[src/rtl/camt_pkg.sv]
// Package for the console address map translator: region codes,
// configuration register indexes, host base addresses and the config struct.
// No dependencies.
package camt_pkg;

  localparam int unsigned AddrW     = 24;
  localparam int unsigned HostW     = 32;
  localparam int unsigned CfgIdxW   = 2;
  localparam int unsigned CfgDataW  = 25;
  localparam int unsigned SizeLog2W = 5;
  localparam int unsigned RomPosW   = 25;

  typedef enum logic [2:0] {
    REGION_UNMAPPED = 3'd0,
    REGION_LRAM     = 3'd1,
    REGION_HRAM     = 3'd2,
    REGION_IO       = 3'd3,
    REGION_SRAM     = 3'd4,
    REGION_ROM      = 3'd5
  } region_e;

  typedef enum logic [CfgIdxW-1:0] {
    CFG_LOROM_MODE    = 2'd0,
    CFG_ROM_SIZE_LOG2 = 2'd1,
    CFG_ROM_POSITION  = 2'd2
  } cfg_idx_e;

  localparam logic [HostW-1:0] LRAM_BASE     = 32'h0200_0000;
  localparam logic [HostW-1:0] HRAM_BASE     = 32'h0201_0000;
  localparam logic [HostW-1:0] IO_BASE       = 32'h8000_0000;
  localparam logic [HostW-1:0] SRAM_BASE     = 32'h8000_6000;
  localparam logic [HostW-1:0] ROM_HOST_BASE = 32'h0800_0000;
  localparam logic [HostW-1:0] LOROM_BANK_KEEP = ~32'h0000_7FFF;
  localparam logic [HostW-1:0] HIROM_BANK_KEEP = ~32'h0000_FFFF;

  localparam logic                 LOROM_MODE_RST    = 1'b1;
  localparam logic [SizeLog2W-1:0] ROM_SIZE_LOG2_RST = 5'd20;
  localparam logic [RomPosW-1:0]   ROM_POSITION_RST  = '0;

  typedef struct packed {
    logic                 lorom_mode;
    logic [SizeLog2W-1:0] rom_size_log2;
    logic [RomPosW-1:0]   rom_position;
  } camt_cfg_t;

endpackage

[src/rtl/camt_cfg.sv]
// Configuration register file of the address map translator.
// Depends on camt_pkg.
module camt_cfg (
  input  logic                            clk_i,
  input  logic                            rst_ni,
  input  logic                            cfg_we_i,
  input  logic [camt_pkg::CfgIdxW-1:0]    cfg_index_i,
  input  logic [camt_pkg::CfgDataW-1:0]   cfg_wdata_i,
  output camt_pkg::camt_cfg_t             cfg_o
);
  import camt_pkg::*;

  camt_cfg_t cfg_q;

  // Writes to an index that names no register are dropped.
  always_ff @(posedge clk_i or negedge rst_ni) begin
    if (!rst_ni) begin
      cfg_q.lorom_mode    <= LOROM_MODE_RST;
      cfg_q.rom_size_log2 <= ROM_SIZE_LOG2_RST;
      cfg_q.rom_position  <= ROM_POSITION_RST;
    end else if (cfg_we_i) begin
      case (cfg_idx_e'(cfg_index_i))
        CFG_LOROM_MODE:    cfg_q.lorom_mode    <= cfg_wdata_i[0];
        CFG_ROM_SIZE_LOG2: cfg_q.rom_size_log2 <= cfg_wdata_i[SizeLog2W-1:0];
        CFG_ROM_POSITION:  cfg_q.rom_position  <= cfg_wdata_i[RomPosW-1:0];
        default: ;
      endcase
    end
  end

  assign cfg_o = cfg_q;

endmodule

[src/rtl/camt_translate.sv]
// Combinational region decode and host address calculation for one
// console bus address. Depends on camt_pkg.
module camt_translate (
  input  logic [camt_pkg::AddrW-1:0] addr_i,
  input  camt_pkg::camt_cfg_t        cfg_i,
  output logic [camt_pkg::HostW-1:0] host_address_o,
  output camt_pkg::region_e          region_o
);
  import camt_pkg::*;

  logic [7:0]       bank;
  logic [6:0]       low_bank;
  logic [2:0]       blk;
  logic [HostW-1:0] rom_mask;
  logic [HostW-1:0] rom_base;
  logic [HostW-1:0] lo_offset;
  logic [HostW-1:0] hi_offset;
  logic [HostW-1:0] rom_addr;
  region_e          region;

  assign bank     = addr_i[23:16];
  assign low_bank = addr_i[22:16];
  assign blk      = addr_i[15:13];

  // Region decode; banks 0x80-0xBF mirror banks 0x00-0x3F.
  always_comb begin
    if (bank == 8'h7E) begin
      region = REGION_LRAM;
    end else if (bank == 8'h7F) begin
      region = REGION_HRAM;
    end else if (bank >= 8'hC0) begin
      region = REGION_ROM;
    end else if (low_bank < 7'h40) begin
      case (blk)
        3'd0:       region = REGION_LRAM;
        3'd1, 3'd2: region = REGION_IO;
        3'd3:       region = (low_bank >= 7'h30) ? REGION_SRAM : REGION_UNMAPPED;
        default:    region = REGION_ROM;
      endcase
    end else if (bank < 8'h70) begin
      if (blk[2]) region = REGION_ROM;
      else        region = cfg_i.lorom_mode ? REGION_UNMAPPED : REGION_ROM;
    end else begin
      region = blk[2] ? REGION_ROM : REGION_SRAM;
    end
  end

  // ROM offset: LoROM folds the bank into 32 KB pages, HiROM is linear.
  assign rom_mask  = (32'd1 << cfg_i.rom_size_log2) - 32'd1;
  assign rom_base  = ROM_HOST_BASE + {7'd0, cfg_i.rom_position};
  assign lo_offset = {9'd0, addr_i[23:1]} & rom_mask & LOROM_BANK_KEEP;
  assign hi_offset = {8'd0, addr_i} & rom_mask & HIROM_BANK_KEEP;

  always_comb begin
    if (cfg_i.lorom_mode) rom_addr = {17'd0, addr_i[14:0]} + lo_offset + rom_base;
    else                  rom_addr = {16'd0, addr_i[15:0]} + hi_offset + rom_base;
  end

  always_comb begin
    case (region)
      REGION_LRAM: host_address_o = LRAM_BASE | {16'd0, addr_i[15:0]};
      REGION_HRAM: host_address_o = HRAM_BASE | {16'd0, addr_i[15:0]};
      REGION_IO:   host_address_o = IO_BASE | {16'd0, addr_i[15:0]};
      REGION_SRAM: host_address_o = SRAM_BASE + {19'd0, addr_i[12:0]};
      REGION_ROM:  host_address_o = rom_addr;
      default:     host_address_o = {19'd0, addr_i[12:0]};
    endcase
  end

  assign region_o = region;

endmodule

[src/rtl/console_address_map_translate.sv]
// Top level of the console address map translator: input register, decode
// logic and result register with stream handshakes.
// Depends on camt_pkg, camt_cfg and camt_translate.
//
//   Channel   Direction  Handshake                Contents
//   s_axis    in         tvalid / tready          tdata[23:0] bus_address
//   m_axis    out        tvalid / tready          tdata[31:0] host_address, tuser[2:0] region
//   cfg       in         cfg_we_i (no wait)       cfg_index_i, cfg_wdata_i
//
// Each address passes through the input register, then the decode and the
// ROM adder write the result register. One address is accepted every cycle
// as long as the output side keeps taking results; the two registers move as
// a pipeline.
// When the output stalls, the result register holds and the input register
// fills, after which s_axis_tready drops until the output moves again.
// Reset empties both stages and loads the register defaults: LoROM layout,
// a 1 MB ROM and a ROM base of zero.
module console_address_map_translate (
  input  logic                            clk_i,
  input  logic                            rst_ni,
  // Input stream.
  input  logic                            s_axis_tvalid,
  output logic                            s_axis_tready,
  input  logic [23:0]                     s_axis_tdata,   // [23:0] bus_address
  // Result stream.
  output logic                            m_axis_tvalid,
  input  logic                            m_axis_tready,
  output logic [31:0]                     m_axis_tdata,   // [31:0] host_address
  output logic [2:0]                      m_axis_tuser,   // [2:0] region
  // Configuration write port.
  input  logic                            cfg_we_i,
  input  logic [camt_pkg::CfgIdxW-1:0]    cfg_index_i,
  input  logic [camt_pkg::CfgDataW-1:0]   cfg_wdata_i
);
  import camt_pkg::*;

  camt_cfg_t        cfg;
  logic             in_xfer;
  logic             out_free;
  logic             s1_advance;
  logic             s1_valid_q, s1_valid_d;
  logic             out_valid_q, out_valid_d;
  logic [AddrW-1:0] s1_addr_q;
  logic [HostW-1:0] xl_host;
  region_e          xl_region;
  logic [HostW-1:0] out_host_q;
  region_e          out_region_q;

  camt_cfg u_cfg (
    .clk_i       (clk_i),
    .rst_ni      (rst_ni),
    .cfg_we_i    (cfg_we_i),
    .cfg_index_i (cfg_index_i),
    .cfg_wdata_i (cfg_wdata_i),
    .cfg_o       (cfg)
  );

  camt_translate u_translate (
    .addr_i         (s1_addr_q),
    .cfg_i          (cfg),
    .host_address_o (xl_host),
    .region_o       (xl_region)
  );

  // The result register is free when empty or when its result leaves now.
  // The input register can take a new address when empty or when its
  // address moves on into the result register in this cycle.
  assign out_free      = !out_valid_q || m_axis_tready;
  assign s1_advance    = s1_valid_q && out_free;
  assign s_axis_tready = !s1_valid_q || out_free;
  assign in_xfer       = s_axis_tvalid && s_axis_tready;

  always_comb begin
    s1_valid_d = s1_valid_q;
    if (in_xfer)         s1_valid_d = 1'b1;
    else if (s1_advance) s1_valid_d = 1'b0;
  end

  assign out_valid_d = out_free ? s1_valid_q : out_valid_q;

  always_ff @(posedge clk_i or negedge rst_ni) begin
    if (!rst_ni) begin
      s1_valid_q  <= 1'b0;
      out_valid_q <= 1'b0;
    end else begin
      s1_valid_q  <= s1_valid_d;
      out_valid_q <= out_valid_d;
    end
  end

  // Payload registers load only on a transfer into their stage.
  always_ff @(posedge clk_i) begin
    if (in_xfer) begin
      s1_addr_q <= s_axis_tdata;
    end
    if (s1_advance) begin
      out_host_q   <= xl_host;
      out_region_q <= xl_region;
    end
  end

  assign m_axis_tvalid = out_valid_q;
  assign m_axis_tdata  = out_host_q;
  assign m_axis_tuser  = out_region_q;

  // A held address in the input register must not vanish while stalled.
  assert property (@(posedge clk_i) disable iff (!rst_ni)
    s1_valid_q && !out_free |=> s1_valid_q)
    else $error("input stage lost an address while the output was stalled");

  // A result leaving the input stage always lands in the result register.
  assert property (@(posedge clk_i) disable iff (!rst_ni)
    s1_advance |=> m_axis_tvalid)
    else $error("result register did not capture an advancing address");

  // Low RAM results always fall in the low RAM window of the host space.
  assert property (@(posedge clk_i) disable iff (!rst_ni)
    m_axis_tvalid && (m_axis_tuser == REGION_LRAM) |-> m_axis_tdata[31:16] == 16'h0200)
    else $error("low RAM result outside its host window");

  // Save RAM results always fall in the 8 KB save RAM window.
  assert property (@(posedge clk_i) disable iff (!rst_ni)
    m_axis_tvalid && (m_axis_tuser == REGION_SRAM) |-> m_axis_tdata[31:13] == 19'h40003)
    else $error("save RAM result outside its host window");

endmodule
[config.mk]
export PLATFORM = sky130hd
export DESIGN_NAME = console_address_map_translate
export DESIGN_NICKNAME = d
export VERILOG_FILES = /design/src/rtl/camt_pkg.sv /design/src/rtl/camt_cfg.sv /design/src/rtl/camt_translate.sv /design/src/rtl/console_address_map_translate.sv
export SDC_FILE = /design/constraint.sdc
export NUM_CORES = 1
export LEC_CHECK = 0
export BUFFER_PORTS_ARGS = -buffer_cell sky130_fd_sc_hd__buf_2
export CAP_MARGIN = 20
export CORE_MARGIN = 2
export CORE_UTILIZATION = 56
export CTS_CLUSTER_DIAMETER = 80
export DETAILED_ROUTE_END_ITERATION = 8
export HOLD_SLACK_MARGIN = 0.12
export PLACE_DENSITY = 0.76
export SYNTH_ARGS = -nofsm -noshare
export SYNTH_HDL_FRONTEND = slang
export SYNTH_SLANG_ARGS = --single-unit
[constraint.sdc]
create_clock -name clk_i -period 4.1 [get_ports clk_i]
set_input_delay 0.41 -clock clk_i [delete_from_list [all_inputs] [get_ports clk_i]]
set_output_delay 0.41 -clock clk_i [all_outputs]
set_load 0.005 [all_outputs]
* Word level (Yosys, flattened, before mapping)
Index checks and enable logic that the tools add are counted.
** Word-level totals
- Logic and storage cells :: 61
- Output and inout bits :: 37
- Bits in registers :: 92
** Operators by class
- Bitwise logic cells :: 2
- Equality and inequality tests :: 12
- Shift-type cells :: 1
- Order comparisons :: 4
- Muxes and demuxes :: 14
- Add/sub/neg operators :: 7
- Reduce and logical (&&, ||, !) cells :: 13
** Operator list (count)
- $pmux 32 s5 :: 1
- $add 32x32->32 :: 2
- $add 15x32->32 :: 1
- $add 16x32->32 :: 1
- $add 32x13->32 const A :: 1
- $and 23x32->32 :: 1
- $and 24x32->32 :: 1
- $mux 32 :: 1
- $shl 1x5->32 const A :: 1
- $sub 32x1->32 const B :: 1
- $add 28x25->29 const A :: 1
- $mux 3 :: 8
- $eq 8x7->1 const B :: 2
- $eq 3x2->1 const B :: 4
- $pmux 3 s3 :: 1
- $ge 8x8->1 const B :: 1
- $lt 8x7->1 const B :: 1
- $ge 7x6->1 const B :: 1
- $lt 7x7->1 const B :: 1
- $eq 3x1->1 const B :: 2
- $eq 3x3->1 const B :: 2
- $reduce_and 2->1 :: 3
- $logic_not 3->1 :: 1
- $mux 1 :: 3
- 8 further kinds :: 11

* Logic depth before layout (Yosys ltp)
- Depth after elaboration :: 9
- Mapped depth :: 12
- Depth with buffers taken out :: 11

* Cells and area by module
From an unflattened synthesis, not the netlist that was laid out.
** Second synthesis, totals
- Cells, all modules :: 467
- Area total of the unflattened synthesis :: 5362.6 um^2
** By module, submodules not included
- camt_translate :: instances 1, sequential area each 0.0 um^2, area each 2225.9 um^2, cells each 333
- console_address_map_translate :: instances 1, sequential area each 1821.7 um^2, area each 1875.5 um^2, cells each 67
- camt_cfg :: instances 1, sequential area each 779.5 um^2, area each 1261.2 um^2, cells each 67

* Worst setup path before layout
OpenSTA, ideal clock, no wires.
- Path type :: flip-flop to flip-flop
- Start :: reg s1_addr_q[0]
- End :: reg out_host_q[24] (netlist: m_axis_tdata[24]) (data pin)
- Cell stages (with the launch flop) :: 12
- Setup time :: 0.255 ns
- Data required time :: 3.845 ns
- Slack :: 1.189 ns
- Arrival time :: 2.655 ns
- Path buffers :: 0
- Cells stage by stage :: edfxtp_1 ha_1 fa_1 a211oi_2 nor3_2 o21bai_4 nand2_2 a221oi_4 o21ai_2 or4_4 nand4_1 o21ai_2
** On the way
- Longest elaborated chain between the ends :: 4
- Elaborated cells on any way between the ends :: 7
- Those cells by class :: add/sub (5); mux (2)
** RTL lines
- from (decl) :: RTL line console_address_map_translate.sv:43 : logic [AddrW-1:0] s1_addr_q;
- from (signal assigned) :: RTL line console_address_map_translate.sv:94 : s1_addr_q <= s_axis_tdata;
- $add 16x32->32 or $add 15x32->32 (tied branches) :: RTL line camt_translate.sv:56, camt_translate.sv:55
- $add 32x32->32, on equally long branches :: RTL line camt_translate.sv:56, camt_translate.sv:55
- $mux 32 :: RTL line camt_translate.sv:55 : if (cfg_i.lorom_mode) rom_addr = {17'd0, addr_i[14:0]} + lo_offset + rom_base;
- $pmux 32 s5 * :: RTL line camt_translate.sv:60 : case (region)
- to (signal assigned) :: RTL line console_address_map_translate.sv:97 : out_host_q <= xl_host;
- to (decl) :: RTL line console_address_map_translate.sv:46 : logic [HostW-1:0] out_host_q;
Every way passes the cells marked *; elsewhere a longest branch is shown, timed or not.
A chain may end at the register's enable or synchronous reset.

* Final worst setup path
- Start :: reg u_cfg.cfg_q (netlist bit u_cfg.cfg_o[28])
- End :: reg out_host_q[24] (netlist: m_axis_tdata[24]) (data pin)
** On the way
- Longest elaborated chain between the ends :: 7
- Elaborated cells on any way between the ends :: 10
- Those cells by class :: add/sub (5); shift (1); mux (2); bitwise (2)
** RTL lines
- from (decl) :: RTL line camt_cfg.sv:13 : camt_cfg_t cfg_q;
- $shl 1x5->32 * :: RTL line camt_translate.sv:49 : assign rom_mask = (32'd1 << cfg_i.rom_size_log2) - 32'd1;
- $sub 32x1->32 * :: RTL line camt_translate.sv:49
- $and 24x32->32 or $and 23x32->32 (tied branches) :: RTL line camt_translate.sv:52, camt_translate.sv:51
- $add 16x32->32 or $add 15x32->32 (tied branches) :: RTL line camt_translate.sv:56, camt_translate.sv:55
- $add 32x32->32, on equally long branches :: RTL line camt_translate.sv:56, camt_translate.sv:55
- $mux 32 * :: RTL line camt_translate.sv:55
- $pmux 32 s5 * :: RTL line camt_translate.sv:60
Marks and branches as above.

==> metrics.md <==
| Metric | Value |
|---|---|
| Status | completed |
| Die X | 99.4 um |
| Sequential share of power | 43.2% |
| Internal Power | 1.81 mW |
| CTS Buf Count | 9 |
| I/O Pins | 93 |
| Later-pin clock latency in the skew report | 360 ps |
| Vias in the first global route | 3814 |
| Hold WC Path Type | input port to asynchronous set/reset pin |
| Crit-path cells | nor4_1, nor2_1, ha_1, a21o_1, a211oi_1, o21bai_1, a2111o_1, a21oi_1, o21ai_0, nand4_1, o21ai_2 |
| DR pass1 iterations | 5 |
| Sw frac | 35.8% |
| Core area | 8760 um2 |
| Synth Area per Inst | 10.9 um2 |
| RD Place Congestion | 0.882 |
| Area share of the largest cell type after synthesis | 32.4% |
| Vias per cell | 5.73 |
| First-pass GRT wire length | 18800 um |
| Ant. Diodes | 0 |
| Multi-input combinational cell area | 2510 um2 |
| Req. time, crit path | 4220 ps |
| Peak Freq | 0.314 GHz |
| Final setup TNS | 0 ps |
| Pleak | 2.59 nW |
| Hpwl dp | 8890 um |
| Synth warn | 0 |
| Layout Skew | 12.7 ps |
| Routed Antenna Nets | 0 |
| Dominant cells by area after synthesis | edfxtp_1 32%, dfrtp_1 15%, ha_1 7.9% |
| Area delta synth->final | 15.0% |
| Crit-path max FO | 9 |
| Antenna violations before repair | 0 |
| Seq/Total Area, Yosys | 48.7% |
| Post-synth top area cell | edfxtp_1 |
| Iteration-0 DRC Markers | 211 |
| Max Transition Viols Final | 0 |
| Num rows | 34 |
| Post-CTS Hold Buffers | 0 |
| CTS tree | built |
| Initial core utilization | 58.2% |
| Clk pwr share | 20.2% |
| Largest net degree at the start of global routing | 37 |
| Crit-path max cell delay | 470 ps |
| Number of post-CTS setup repair buffers | 0 |
| Max_cap viols | 0 |
| Startpoint types | register |
| Root Buffer | clkbuf_8 |
| Post-Route WL | 11700 um |
| I/O Buffers | 88 |
| Reg2Reg Depth | 11 |
| Post-Syn Area | 5100 um2 |
| Hold Vio Cnt, Final | 0 |
| Synth Flop Type | edfxtp_1 |
| Die area | 9880 um2 |
| Post-synth EDFFs | 55 |
| Die height | 99.4 um |
| Final-report setup violation count | 0 |
| Seq cells post-synth | 88 |
| Crit end category | register |
| Tmin final | 3190 ps |
| Peak VDD IR | 0.245 mV |
| CP Class | register to register |
| Slew headroom | 45.0% |
| Total number of vias | 3857 |
| Routed length per instance | 17.4 um |
| GRT Total Usage | 24.4% |
| Total gr overflow | 0 |
| Post-Syn Instances | 467 |
| Worst-path clk slew | 100 ps |
| Clock buffer depth | 2 |
| Post-cts resize count | 0 |
| Clk sinks | 88 |
| Post-synth cell types | 57 |
| H-tree levels | 3 |
| Arrival time of the worst setup path | 3310 ps |
| Share of cells above drive strength 1 | 27.4% |
| Pin slew with the least headroom to its limit | 825 ps |
| Layout fillers | 713 |
| Register Area | 2480 um2 |
| Switch Pwr | 1.01 mW |
| Fraction of registers with async set or reset after synthesis | 37.5% |
| RSZ-0062 raised after global routing | no |
| DRC errors left | 0 |
| Gate power share | 36.6% |
| Slowest cell on crit path | dfrtp_1 |
| Final Cycle Share | 77.8% |
| Final core utilization | 66.9% |
| Final net count | 649 |
| Cell Pwr Density | 480 nW/um2 |
-- Yosys cell counts (all sizes together) (10+ instances only) --
master	number
a21o	15
a21oi	30
clkbuf	10
dfrtp	30
edfxtp	55
ha	32
inv	14
mux2	31
nand2	46
nor2	40
o21ai	36
xnor2	14
xor2	14
-- layer usage --
metal / share of wire (%) / track usage, % / vias up
met5: 0 / 0 / -
met4: 1.1 / 7.38 / 0
met3: 5.6 / 4.92 / 13
met2: 46 / 37.8 / 123
met1: 47 / 35.1 / 1819
li1: - / - / 1902
-- state kept, by name, summed over array words and instances, names as in the netlist --
signal         cells
m_axis_tdata      28
s1_addr_q         24
u_cfg.cfg_o       31
m_axis_tvalid      1
m_axis_tuser       3
s1_valid_q         1
-- cells in the final DEF, fill, tap and decap left out, types with 2 or more instances in the layout --
master	instances
a211oi_1	7
a211oi_2	2
a21o_1	15
a21oi_1	29
a311oi_1	2
a31oi_1	4
and2_1	3
and3_1	3
buf_2	88
buf_4	3
clkbuf_8	9
conb_1	4
dfrtp_1	30
dfstp_2	3
edfxtp_1	55
ha_1	32
inv_1	14
inv_6	3
mux2_2	31
mux2i_1	4
nand2_1	45
nand2b_1	4
nand3_1	9
nand3b_1	4
nand4_1	3
nor2_1	40
nor2b_1	4
nor3_1	5
nor3b_1	2
o211ai_1	5
o21a_1	3
o21ai_0	31
o21ai_1	3
o21ai_2	2
o21bai_1	4
o31ai_1	3
or3_1	3
xnor2_1	14
xor2_1	14
-- power groups by stage --
| stage | Combinational [mW] | Clock, mW | Sequential [mW] |
|---|---|---|---|
| after floorplan | 0.758 | 0 | 1.20 |
| after global placement | 0.994 | 0 | 1.23 |
| after detailed placement | 1.01 | 0 | 1.24 |
| after CTS | 1.02 | 0.576 | 1.22 |
| after global routing | 1.15 | 0.607 | 1.23 |
| final | 1.03 | 0.568 | 1.22 |
-- path summary, 6_finish.rpt --
path | start | endpoint | slack, ps
setup / recovery | u_cfg.cfg_o[28]$_DFFE_PN0P_ | m_axis_tdata[24]$_SDFFCE_PP0P_ | 910
hold / removal | rst_ni | m_axis_tvalid$_DFFE_PN0P_ | 130
min in group clk_i | s_axis_tdata[3] | s1_addr_q[3]$_DFFE_PP_ | 220
setup reg to reg | u_cfg.cfg_o[28]$_DFFE_PN0P_ | m_axis_tdata[24]$_SDFFCE_PP0P_ | 910
hold reg to reg | s1_valid_q$_DFFE_PN0P_ | m_axis_tvalid$_DFFE_PN0P_ | 510
max in group asynchronous | rst_ni | u_cfg.cfg_o[15]$_DFFE_PN0P_ | 3430
-- worst max-delay path, delay by kind of cell (launching register included) --
kind / cells / cell delay (ps)
fa+ha+maj: 1 / 370
compound gates: 7 / 1470
flops: 1 / 470
simple gates: 3 / 640
-- kinds of logic (layout without fill, tap and decap cells) --
family	Yosys count	after routing	synth area share, %
and+or+nand+nor	132	132	12.2
AOI/OAI and AO/OA	122	122	16.0
DFF	88	88	48.7
muxes	35	35	7.63
adders and majority gates	33	33	8.25
xor gates and xnor gates	28	28	4.81
buffers and inverters	28	123	2.36
other	1	4	0.0735
-- layout make-up --
cell class | instances | share of cell area [%]
clock inverter | 6 | 0.875
timing repair buffer | 93 | 8.62
inverter | 14 | 0.896
multi-input combinational | 354 | 42.8
tap | 108 | 2.31
clock buffer | 10 | 2.18
sequential | 88 | 42.3
-- through the flow --
stage / worst slack, ps / instance area (um2) / power [mW] / std cells / hold WS [ps]
floorplan: 1190 / 5110 / 1.96 / 470 / 114
global placement: 949 / 5640 / 2.22 / 655 / 463
detailed placement: 968 / 5660 / 2.24 / 656 / 474
CTS: 917 / 5830 / 2.81 / 672 / 166
global route: 661 / 5860 / 2.99 / 673 / 185
finish: 912 / 5860 / 2.81 / 673 / 134
Power figures use the tool's default switching activity.
